## src/rtl/core/srm_pkg.sv

```systemverilog
package srm_pkg;

    localparam int MAX_ENTRIES_DEF = 64;
    localparam int SEQ_W           = 32;
    localparam int DSEQ_W          = 64;
    localparam int LEN_W           = 16;
    localparam int ACTION_W        = 2;
    localparam int COUNT_OUT_W     = 7;

    typedef enum logic [ACTION_W-1:0] {
        ACT_INSERT = 2'd0,
        ACT_LOOKUP = 2'd1,
        ACT_CLEAR  = 2'd2,
        ACT_NOP    = 2'd3
    } action_t;

    typedef struct packed {
        logic [SEQ_W-1:0]  start;
        logic [DSEQ_W-1:0] dseq;
        logic [LEN_W-1:0]  len;
    } entry_t;

    // broadcast from the sequencer to every cell
    typedef struct packed {
        logic              insert_en;
        logic              lookup_en;
        logic              head_first;
        logic [SEQ_W-1:0]  seq;
        entry_t            new_entry;
    } cell_ctl_t;

endpackage

```

## src/rtl/core/srm_cell.sv

```systemverilog
module srm_cell #(
    parameter int Idx    = 0,
    parameter int CountW = 7
) (
    input  logic                        clk,
    input  logic                        rst_n,
    input  srm_pkg::cell_ctl_t          ctl,
    input  logic [CountW-1:0]           count,
    input  srm_pkg::entry_t             prev_entry,
    input  logic                        prev_ge,
    output logic                        ge,
    output srm_pkg::entry_t             entry,
    input  logic                        prior_in,
    output logic                        prior_out,
    output logic [srm_pkg::DSEQ_W-1:0]  sel_value
);

    srm_pkg::entry_t                entry_reg;
    logic                           hit_reg;
    logic                           hit_next;
    logic [srm_pkg::DSEQ_W-1:0]     mapped_reg;
    logic                           valid;
    logic [srm_pkg::SEQ_W-1:0]      range_end;
    logic [srm_pkg::SEQ_W-1:0]      diff;

    assign valid     = CountW'(Idx) < count;
    assign range_end = entry_reg.start + srm_pkg::SEQ_W'(entry_reg.len);
    assign diff      = ctl.seq - entry_reg.start;
    assign hit_next  = valid && (ctl.seq >= entry_reg.start) && (ctl.seq < range_end);

    // at or after the insert position
    generate
        if (Idx == 0) begin : g_head
            assign ge = ctl.head_first;
        end else begin : g_body
            assign ge = ctl.head_first || !(valid && (ctl.seq > entry_reg.start));
        end
    endgenerate

    always_ff @(posedge clk) begin
        if (ctl.insert_en) begin
            if (prev_ge) begin
                entry_reg <= prev_entry;
            end else if (ge) begin
                entry_reg <= ctl.new_entry;
            end
        end
        if (ctl.lookup_en) begin
            mapped_reg <= entry_reg.dseq + srm_pkg::DSEQ_W'(diff);
        end
    end

    always_ff @(posedge clk or negedge rst_n) begin
        if (!rst_n) begin
            hit_reg <= 1'b0;
        end else if (ctl.lookup_en) begin
            hit_reg <= hit_next;
        end
    end

    assign entry     = entry_reg;
    assign prior_out = prior_in | hit_reg;
    assign sel_value = (hit_reg && !prior_in) ? mapped_reg : '0;

endmodule

```

## config.mk

```make
export PLATFORM = sky130hd
export DESIGN_NAME = srm_cell
export DESIGN_NICKNAME = d
export VERILOG_FILES = /design/src/rtl/core/srm_pkg.sv /design/src/rtl/core/srm_cell.sv
export SDC_FILE = /design/constraint.sdc
export NUM_CORES = 1
export LEC_CHECK = 0
export ABC_AREA = 1
export BUFFER_PORTS_ARGS = -buffer_cell sky130_fd_sc_hd__clkbuf_2
export CAP_MARGIN = 30
export CELL_PAD_IN_SITES_DETAIL_PLACEMENT = 0
export CELL_PAD_IN_SITES_GLOBAL_PLACEMENT = 1
export CORE_ASPECT_RATIO = 1.75
export CORE_MARGIN = 5
export CORE_UTILIZATION = 40
export DETAILED_ROUTE_END_ITERATION = 8
export PLACE_DENSITY = 0.91
export SETUP_SLACK_MARGIN = 0.2
export SLEW_MARGIN = 20
export SYNTH_ARGS = -nofsm -noshare
export SYNTH_HDL_FRONTEND = slang
export SYNTH_SLANG_ARGS = --single-unit
```

## constraint.sdc

```tcl
create_clock -name clk -period 8.5 [get_ports clk]
set_input_delay 0.425 -clock clk [delete_from_list [all_inputs] [get_ports clk]]
set_output_delay 0.425 -clock clk [all_outputs]
set_load 0.01 [all_outputs]
```

==> impl_metrics.tcl, run 1 <==
set metrics [dict create \
    place_congestion 1.03 \
    clk_latency_ps 460 \
    dieArea_mm2 0.0430 \
    ys_ff_latch 177 \
    start_util 0.404 \
    grt_pass1_wl_um 88900 \
    final-hold-violation-count 0 \
    switching_share 0.418 \
    syn_area_mm2 0.0155 \
    startpoint_type "flop" \
    wirelength_um 58100 \
    ant_nets 0 \
    cts.sinks 177 \
    cts_buffers 17 \
    cts_root_buf "clkbuf_16" \
    ir_worst_vdd_mv 0.137 \
    holdPathStages 3 \
    core_mm2 0.0384 \
    n_fill_cell 4032 \
    max_freq_mhz 239 \
    netSwitchingPower_uw 1530 \
    antenna_cells 0 \
    clockBufferDepth 2 \
    crit_top_cell "nand2_1" \
    synth_cells 2335 \
    finalSetupTns_ps 0 \
    dpl.hpwl_um 50000 \
    outcome "finished, final reports clean" \
    grt_max_degree 113 \
    crit_path_max_incr_delay_ps 420 \
    cp_max_fo 3 \
    slowest_stage "edfxtp_1" \
    path_cells "ha_1, fa_1, inv_1, nand3_1, nand2_1, nand2_1, nand2_1, nand2_1, nand2_1, nand3_1, nand2_1, xor2_1, ha_1, nand2_1, inv_1, nand2_1, nand2_1, o21bai_1, inv_1, nand3_1, nand2_1, nand2_1, nand2_1, nand2_1" \
    fin_skew_ps 16.7 \
    overflow 0 \
    required_ps 8710 \
    grt_pass1_vias 16600 \
    critPathKind "flop to flop" \
    vias_per_cell 4.93 \
    powerDensity_mw_per_mm2 194 \
    p_int_uw 2130 \
    drt_iter0_drc 793 \
    syn_nets 2721 \
    synth.distinct_cells 42 \
    cts_resized 0 \
    cts_tree "yes" \
    power_frac_seq 0.345 \
    antenna_found_initial 1 \
    hp-class "input port to flop" \
    cts_hold_buf 1 \
    largest_register_ffs 112 \
    power_leakage_uw 0.0106 \
    drive_above_1_share 0.190 \
    rsz0062_at_grt "no" \
    drc_errors 0 \
    hold_start "ctl[3]" \
    track_usage 0.262 \
    fp.dieW_um 159 \
    area.sequential_mm2 0.00531 \
    yosysSeqAreaShare 0.342 \
    cts_setup_buffers 0 \
    drt_first_pass_iters 5 \
    rows 95 \
    io_buffers 447 \
    routedWlPerCell_um 17.7 \
    yosys_warnings 0 \
    slew_headroom 0.408 \
    maxCapViolations 0 \
    r2r_start "entry[80]$_DFFE_PP_" \
    fin_crit_sh 0.492 \
    clockPowerShare 0.223 \
    maxSlewViolCount 0 \
    worst_pin_slew_ps 888 \
    reg2reg_depth 24 \
    die_h_um 271 \
    cp-end-kind "flop" \
    crit_path_start "entry[80]$_DFFE_PP_" \
    setup_viol 0 \
    comb_power_share 0.432 \
    area_growth_pct 21.8 \
    h-tree-depth 4 \
    fin_util 0.492 \
    multi_input_area_mm2 0.00869 \
    synth.avg_cell_area_um2 6.65 \
    via_count 16100 \
    fin_nets 3162 \
    arrival_ps 4400 \
    clk_pin_slew_ps 70 \
    ios 448 \
    post-route-min-period_ps 4190 \
]
metal layers:
metal | wire, um | global-route usage
met1 | 20700 | 0.272
met2 | 31900 | 0.512
met3 | 2930 | 0.0407
met4 | 2520 | 0.110
met5 | 0 | 0
final cells by class:
class	count	share of cell area
multi-input combinational	1754	0.460
sequential	177	0.281
timing repair buffer	454	0.122
inverter	372	0.0740
tap	485	0.0321
clock buffer	18	0.0227
clock inverter	14	0.00814
kinds of logic (layout without fill, tap and decap cells):
| family | after synthesis | count (layout) | synth area share |
|---|---|---|---|
| adders and majority gates | 116 | 116 | 0.0950 |
| AOI/OAI and AO/OA | 151 | 151 | 0.0537 |
| xor gates and xnor gates | 69 | 69 | 0.0389 |
| DFF | 177 | 177 | 0.342 |
| and+or+nand+nor | 1418 | 1418 | 0.372 |
| buffers and inverters | 404 | 858 | 0.0981 |
metrics by stage:
| stage | area [um2] | setup WS [ps] | power [uW] | instances | hold slack, ps |
|---|---|---|---|---|---|
| floorplan | 15500 | 4570 | 2280 | 2335 | 129 |
| global placement | 18300 | 4250 | 2850 | 3240 | 204 |
| detailed placement | 18300 | 4230 | 2870 | 3240 | 206 |
| CTS | 18900 | 4350 | 3690 | 3273 | 208 |
| global route | 18900 | 3980 | 3930 | 3274 | 219 |
| finish | 18900 | 4310 | 3660 | 3274 | 228 |
synthesized netlist by cell type (all sizes together):
library cell  instances  area [um2]
nand3               108         551
dfrtp                 1        25.0
and3                  1        6.26
xnor2                11        96.3
buf                   6        27.5
xor2                 58         508
nor2                240         928
o21bai               15         113
nor3                 38         226
a21o                  4        30.0
nand3b                6        45.0
or2                   3        18.8
clkbuf               26        97.6
nand4                30         203
and2                  1        6.26
nor4                  4        37.5
fa                    3        60.1
nand2               986        3740
inv                 372        1400
nor3b                 1        12.5
o21a                  3        22.5
o21ai                35         194
ha                  113        1410
o211ai                1        7.51
edfxtp              176        5290
o22ai                 1        6.26
a21oi                92         460
power groups by stage:
stage               logic, uW  clock network, uW  registers (uW)
floorplan                1020                  0            1260
detailed placement       1580                  0            1280
finish                   1580                817            1260
global route             1790                865            1280
CTS                      1590                833            1260
global placement         1570                  0            1280
placed cells by master, fill, tap and decap left out, drive strengths merged, types with 4 or more instances in the layout:
cell	synthesis	routed
nand2	986	986
nand4	30	30
nor4	4	4
a21oi	92	92
clkinv	0	4
nand3	108	108
xnor2	11	11
o21ai	35	35
nor2	240	240
buf	6	7
edfxtp	176	176
a21o	4	4
xor2	58	58
ha	113	113
inv	372	377
clkbuf	26	464
o21bai	15	15
nand3b	6	6
nor3	38	38
path summary, 6_finish.rpt:
path | slack [ps] | to
worst max-delay path | 4310 | mapped_reg[58]$_DFFE_PP_
worst min-delay path | 230 | entry[3]$_DFFE_PP_
max in group asynchronous | 8120 | hit_reg$_DFFE_PN0P_
worst min register to register | 530 | hit_reg$_DFFE_PN0P_
worst max register to register | 4310 | mapped_reg[58]$_DFFE_PP_
min in group asynchronous | 290 | hit_reg$_DFFE_PN0P_
critical path: cells and delay by family, from the launching register on:
family	cells	cell delay, ps
buffers and inverters	3	200
flip-flops	1	420
adder cells (fa/ha/maj)	3	1030
AO/OA/AOI/OAI	1	230
XOR/XNOR	1	330
AND/OR/NAND/NOR	16	1720
Power figures use the tool's default switching activity.
==> run 2: changes to the inputs <==
--- a/config.mk
+++ b/config.mk
@@ -12,9 +12,9 @@
 export CELL_PAD_IN_SITES_GLOBAL_PLACEMENT = 1
 export CORE_ASPECT_RATIO = 1.75
 export CORE_MARGIN = 5
-export CORE_UTILIZATION = 40
+export CORE_UTILIZATION = 33
 export DETAILED_ROUTE_END_ITERATION = 8
-export PLACE_DENSITY = 0.91
+export PLACE_DENSITY = 0.8
 export SETUP_SLACK_MARGIN = 0.2
 export SLEW_MARGIN = 20
 export SYNTH_ARGS = -nofsm -noshare
==> constraint.sdc (replaced) <==
create_clock -name clk -period 3.7 [get_ports clk]
set_input_delay 0.185 -clock clk [delete_from_list [all_inputs] [get_ports clk]]
set_output_delay 0.185 -clock clk [all_outputs]
set_load 0.01 [all_outputs]
==> run 2 against run 1 <==
Clock-buffer cell count did not move. Sequential power rose by 130%. Maximum frequency rose by 19%. Sequential cell count did not move. Clock skew rose by 2.0 ps. Critical path type unchanged.
==> impl_metrics.tcl, run 2 (synthesis gave the netlist of run 1 again) <==
set metrics [dict create \
    outcome "finished, final reports clean" \
    required_ps 3910 \
    worst_pin_slew_ps 848 \
    dpl.cell_count 3516 \
    clk_pin_slew_ps 80 \
    fin_nets 3525 \
    final_cells 3741 \
    switching_share 0.420 \
    crit_path_start "entry[80]$_DFFE_PP_" \
    powerDensity_mw_per_mm2 421 \
    fin_crit_sh 0.950 \
    crit_top_cell "nand2_1" \
    core_mm2 0.0468 \
    antenna_found_initial 5 \
    post-route-min-period_ps 3510 \
    drt_iter0_drc 916 \
    area_growth_pct 55.1 \
    clk_latency_ps 470 \
    cts.sinks 177 \
    arrival_ps 3730 \
    hp-class "input port to flop" \
    io_buffers 447 \
    cts_tree "yes" \
    max_freq_mhz 285 \
    ant_nets 0 \
    h-tree-depth 4 \
    ir_worst_vdd_mv 0.331 \
    overflow 0 \
    finalSetupTns_ps 0 \
    fp.dieW_um 174 \
    cts_root_buf "clkbuf_16" \
    layout_common_cells "nand2_1, clkbuf_2, inv_1" \
    n_fill_cell 4667 \
    track_usage 0.247 \
    clockBufferDepth 2 \
    drive_above_1_share 0.349 \
    rr_endpoint "mapped_reg[61]$_DFFE_PP_" \
    fin_skew_ps 18.7 \
    drc_errors 0 \
    wirelength_um 65900 \
    grt_max_degree 65 \
    dieArea_mm2 0.0516 \
    start_util 0.332 \
    drt_first_pass_iters 5 \
    rows 105 \
    critPathKind "flop to flop" \
    vias_per_cell 4.76 \
    maxCapViolations 0 \
    crit_path_end "mapped_reg[61]$_DFFE_PP_" \
    dpl.hpwl_um 55200 \
    layout_commonest_cell "nand2_1" \
    reg2reg_slack_ps 190 \
    reg2reg_depth 23 \
    grt_pass1_vias 18500 \
    comb_power_share 0.536 \
    setup_viol 0 \
    routedWlPerCell_um 17.6 \
    holdPathStages 3 \
    die_h_um 297 \
    critPathTopFamily "simple AND/OR/NAND/NOR gates" \
    crit_buf_inv 2 \
    r2r_start "entry[80]$_DFFE_PP_" \
    via_count 17800 \
    place_congestion 0.946 \
    path_cells "ha_2, fa_2, inv_2, nand3_2, nand2_4, nand2_2, nand2_2, nand3_2, nand2_2, nand3b_1, nand3_2, nand2_2, ha_4, nand2_1, nand2_1, buf_4, nand2_1, nand2_1, nand2_1, nor2_2, nand4_1, nand3_1, nand2_1" \
    final-hold-violation-count 0 \
    power_frac_seq 0.287 \
    cts_buffers 17 \
    fin_area_mm2 0.0241 \
    slew_headroom 0.434 \
    largest_register_ffs 112 \
    grt_pass1_wl_um 99200 \
    power_leakage_uw 0.0125 \
    hold_start "ctl[10]" \
    startpoint_type "flop" \
    crit_path_max_incr_delay_ps 400 \
    netSwitchingPower_uw 4250 \
    clockPowerShare 0.177 \
    rsz0062_at_grt "yes" \
    cp_max_fo 4 \
    ios 448 \
    slowest_stage "edfxtp_1" \
    cp-end-kind "flop" \
    p_int_uw 5870 \
    placed_area_mm2 0.0197 \
    maxSlewViolCount 0 \
    path_depth 23 \
]
[run 2: cell types whose count changed in the layout (fill, tap and decap cells not counted), sizes merged, moves of 2 or more]
cell / previous run / this run
diode: 0 / 3
buf: 7 / 211
dlygate4sd3: 1 / 160
inv: 377 / 375
clkinvlp: 3 / 5
[run 2: repair_timing]
| action | in CTS | in global routing |
|---|---|---|
| setup buffers | 11 | 21 |
| hold endpoints to repair | 85 | 0 |
| setup endpoints to repair | 46 | 49 |
| pin swaps | 43 | 83 |
| cloned | 0 | 0 |
| hold buffers | 160 | 0 |
| resized for setup | 163 | 320 |
[run 2: worst reg2reg max path, delay by kind of cell (launching register included)]
family	cells	cell delay, ps
simple gates	18	1820
fa+ha+maj	3	870
buf+inv	2	170
flops	1	400
[run 2: metal layers]
metal  up-vias  part of all wire  GRT usage
met1      8206              0.35      0.244
met5         -           0.00030          0
met2       511              0.55      0.483
met4         2             0.061      0.130
li1       8918                 -          -
met3       177             0.043     0.0397
[run 2: worst min-delay path by stage]
stage,to
floorplan,hit_reg$_DFFE_PN0P_
global placement,hit_reg$_DFFE_PN0P_
detailed placement,hit_reg$_DFFE_PN0P_
CTS,entry[64]$_DFFE_PP_
global route,entry[64]$_DFFE_PP_
finish,entry[10]$_DFFE_PP_
[run 2: metrics by stage]
step | hold WS, ps | total power, uW | worst slack [ps] | util
2_1_floorplan | -111 | 5240 | 428 | -
3_3_place_gp | -30.9 | 7100 | -539 | 0.422
3_5_place_dp | -33.5 | 7130 | -563 | 0.422
4_1_cts | 0.945 | 9470 | 158 | 0.483
5_1_grt | 8.99 | 10800 | -2.97 | 0.514
6_report | 20.0 | 10100 | 187 | 0.514
[run 2: area by class of cell]
type	instances	area, um2	area share
repair buffers	817	5470	0.227
clock buffers	18	429	0.0178
diodes	3	7.51	0.000312
flip-flops and latches	177	5310	0.221
well taps	588	736	0.0306
clock inverters	12	111	0.00463
multi-input cells	1754	10600	0.440
inverters	372	1410	0.0585
[run 2: power groups by stage]
stage	clock network (uW)	registers, uW	logic, uW
floorplan	0	2890	2350
global placement	0	2940	4150
detailed placement	0	2950	4190
CTS	1830	2910	4730
global route	1910	2940	5960
finish	1790	2910	5420
==> run 3: changes to the inputs <==
--- a/config.mk
+++ b/config.mk
@@ -5,14 +5,13 @@
 export SDC_FILE = /design/constraint.sdc
 export NUM_CORES = 1
 export LEC_CHECK = 0
-export ABC_AREA = 1
 export BUFFER_PORTS_ARGS = -buffer_cell sky130_fd_sc_hd__clkbuf_2
 export CAP_MARGIN = 30
 export CELL_PAD_IN_SITES_DETAIL_PLACEMENT = 0
 export CELL_PAD_IN_SITES_GLOBAL_PLACEMENT = 1
 export CORE_ASPECT_RATIO = 1.75
 export CORE_MARGIN = 5
-export CORE_UTILIZATION = 33
+export CORE_UTILIZATION = 35
 export DETAILED_ROUTE_END_ITERATION = 8
 export PLACE_DENSITY = 0.8
 export SETUP_SLACK_MARGIN = 0.2
@@ -20,3 +19,4 @@
 export SYNTH_ARGS = -nofsm -noshare
 export SYNTH_HDL_FRONTEND = slang
 export SYNTH_SLANG_ARGS = --single-unit
+export TNS_END_PERCENT = 5
==> run 3 against run 2 <==
The run now ends with negative setup slack left. Total power decreased by 9.1%. Combinational power decreased by 17%. Area after synthesis is 15% lower. Synthesized cell count is 47% lower. Critical path depth shrank 3. Clock-buffer cell count decreased by 1. Non-clock buffer count down 32. Global-route usage down 4.2 points. Largest cell class unchanged. Largest power group unchanged.
==> impl_metrics.tcl, run 3 <==
set metrics [dict create \
    syn_nets 1634 \
    path_depth 20 \
    synth.avg_cell_area_um2 10.6 \
    p_total_uw 9200 \
    ys_ff_latch 177 \
    ios 448 \
    rr_endpoint "mapped_reg[48]$_DFFE_PP_" \
    via_count 12500 \
    required_ps 3890 \
    syn_area_mm2 0.0132 \
    io_buffers 447 \
    ys.flop_type "edfxtp_1" \
    synth_cells 1248 \
    synth.top_cells.by_area "edfxtp_1, ha_1, mux2_2" \
    cts.sinks 177 \
    rows 94 \
    whs_ps 35.8 \
    synth.distinct_cells 82 \
    antenna_found_initial 2 \
    worst_pin_slew_ps 857 \
    critPathKind "flop to flop" \
    drt_iter0_drc 318 \
    cts_buffers 17 \
    maxSlewViolCount 0 \
    fin_skew_ps 14.0 \
    start_util 0.353 \
    crit_top_cell "a21o_1" \
    yosysTopAreaCell "edfxtp_1" \
    final-hold-violation-count 0 \
    layout_commonest_cell "clkbuf_2" \
    largest_register_ffs 112 \
    critPathTopFamily "compound AO/OA/AOI/OAI gates" \
    fp.dieW_um 157 \
    place_congestion 0.897 \
    cp_max_fo 9 \
    startpoint_type "flop" \
    h-tree-depth 4 \
    ant_nets 0 \
    cts_tree "yes" \
    synthArstFlopShare 0.00565 \
    drive_above_1_share 0.505 \
    vias_per_cell 4.98 \
    yosysSeqAreaShare 0.401 \
    cp-end-kind "flop" \
    hp-class "input port to flop" \
    placed_area_mm2 0.0184 \
    setup_slack_ps -695 \
    path_cells "inv_2, ha_4, nor2b_4, o2111a_1, or3_4, a32oi_4, buf_6, a21o_1, o21ai_2, buf_4, a221oi_4, xnor2_1, ha_1, a21o_1, a211o_1, o2bb2ai_1, a21oi_2, buf_12, nor3_1, xor2_1" \
    rsz0062_at_grt "yes" \
    wirelength_um 44600 \
    slew_headroom 0.421 \
    fin_crit_sh 1.19 \
    die_h_um 267 \
    clk_latency_ps 450 \
    dpl.hpwl_um 37500 \
    ir_worst_vdd_mv 0.312 \
    synthTopCellsByCount "edfxtp_1, ha_1, mux2_2, a21oi_1, nand2_1" \
    overflow 0 \
    setup_viol 49 \
    violations "negative setup slack" \
    slowest_stage "edfxtp_1" \
    area_growth_pct 48.5 \
    grt_pass1_wl_um 67200 \
    maxCapViolations 0 \
    holdPathEnd "entry[14]$_DFFE_PP_" \
    routedWlPerCell_um 17.8 \
    grt_pass1_vias 13200 \
    grt_max_degree 78 \
    reg2reg_depth 20 \
    clockBufferDepth 2 \
    track_usage 0.205 \
    crit_buf_inv 4 \
    reg2reg_slack_ps -690 \
    drc_errors 0 \
    yosys_warnings 0 \
    fin_area_mm2 0.0197 \
    holdPathStages 2 \
    fin_nets 2399 \
    synth_edf_count 176 \
    hold_start "ctl[14]" \
    outcome "finished with violations" \
    synth_top_area_share 0.399 \
    r2r_start "entry[81]$_DFFE_PP_" \
    crit_path_max_incr_delay_ps 430 \
    clk_pin_slew_ps 70 \
    powerDensity_mw_per_mm2 468 \
    arrival_ps 4580 \
    core_mm2 0.0375 \
    dieArea_mm2 0.0420 \
    power_leakage_uw 0.00914 \
    drt_first_pass_iters 4 \
    layout_common_cells "clkbuf_2, buf_4, edfxtp_1" \
    max_freq_mhz 228 \
    synth_most_common_cell "edfxtp_1" \
    post-route-min-period_ps 4390 \
    cts_root_buf "clkbuf_16" \
]
run 3: changes by cell type after synthesis, moves of 30 or more:
| cell | before | now |
|---|---|---|
| nand2_1 | 971 | 75 |
| mux2_2 | 0 | 112 |
| nor2_1 | 233 | 46 |
| xnor2_1 | 11 | 56 |
| and2_1 | 1 | 69 |
| nand3_1 | 106 | 34 |
| inv_1 | 367 | 58 |
| a21o_1 | 4 | 34 |
run 3: layout make-up:
class	instances	area (um2)
Fill cell	3337	17900
Multi-Input combinational cell	973	8040
Sequential cell	177	5310
Timing Repair Buffer	785	4890
Tap cell	480	601
Clock buffer	17	425
Inverter	59	221
Clock inverter	15	174
Antenna cell	2	5.00
run 3: where the power goes:
part / leakage [uW] / switching (uW) / internal [uW]
Combinational: 0.00714 / 2230 / 2270
Sequential: 0.00171 / 172 / 2660
Clock: 0.000285 / 847 / 1010
run 3: cells by family after synthesis:
logic type	Yosys count	synth area share
mux	112	0.0953
simple gates	364	0.151
xor+xnor	116	0.0767
buf+inv	98	0.0312
compound gates	265	0.133
flops	177	0.401
fa+ha+maj	116	0.111
run 3: how the worst max path moves through the flow:
stage / start / endpoint / slack (ps)
after floorplan: entry[81]$_DFFE_PP_ / mapped_reg[38]$_DFFE_PP_ / -530
after global placement: entry[81]$_DFFE_PP_ / mapped_reg[63]$_DFFE_PP_ / -930
final: entry[81]$_DFFE_PP_ / mapped_reg[48]$_DFFE_PP_ / -690
after CTS: entry[80]$_DFFE_PP_ / mapped_reg[45]$_DFFE_PP_ / -690
after detailed placement: entry[80]$_DFFE_PP_ / mapped_reg[63]$_DFFE_PP_ / -1000
after global routing: entry[80]$_DFFE_PP_ / mapped_reg[41]$_DFFE_PP_ / -890
run 3: timing repair:
action / in CTS / in global routing
setup endpoints to repair: 54 / 54
endpoints found under the hold margin: 9 / 0
hold buffers: 12 / 0
gates resized for setup: 66 / 15
buffers inserted: 11 / 5
pin swaps: 29 / 14
run 3: routing by layer:
layer | GRT usage | part of all wire | vias to the layer above
li1 | - | - | 6192
met1 | 0.197 | 0.34 | 5861
met2 | 0.407 | 0.57 | 356
met3 | 0.0333 | 0.047 | 89
met4 | 0.103 | 0.046 | 0
met5 | 0 | 0 | -
run 3: metrics by stage:
| stage | setup TNS, ps | setup WS (ps) | cells | utilization |
|---|---|---|---|---|
| 2_1_floorplan | -54850 | -533 | 1248 | - |
| 3_3_place_gp | -32670 | -928 | 2444 | 0.488 |
| 3_5_place_dp | -34460 | -1000 | 2445 | 0.489 |
| 4_1_cts | -25990 | -692 | 2500 | 0.521 |
| 5_1_grt | -35850 | -890 | 2508 | 0.524 |
| 6_report | -24920 | -695 | 2508 | 0.524 |
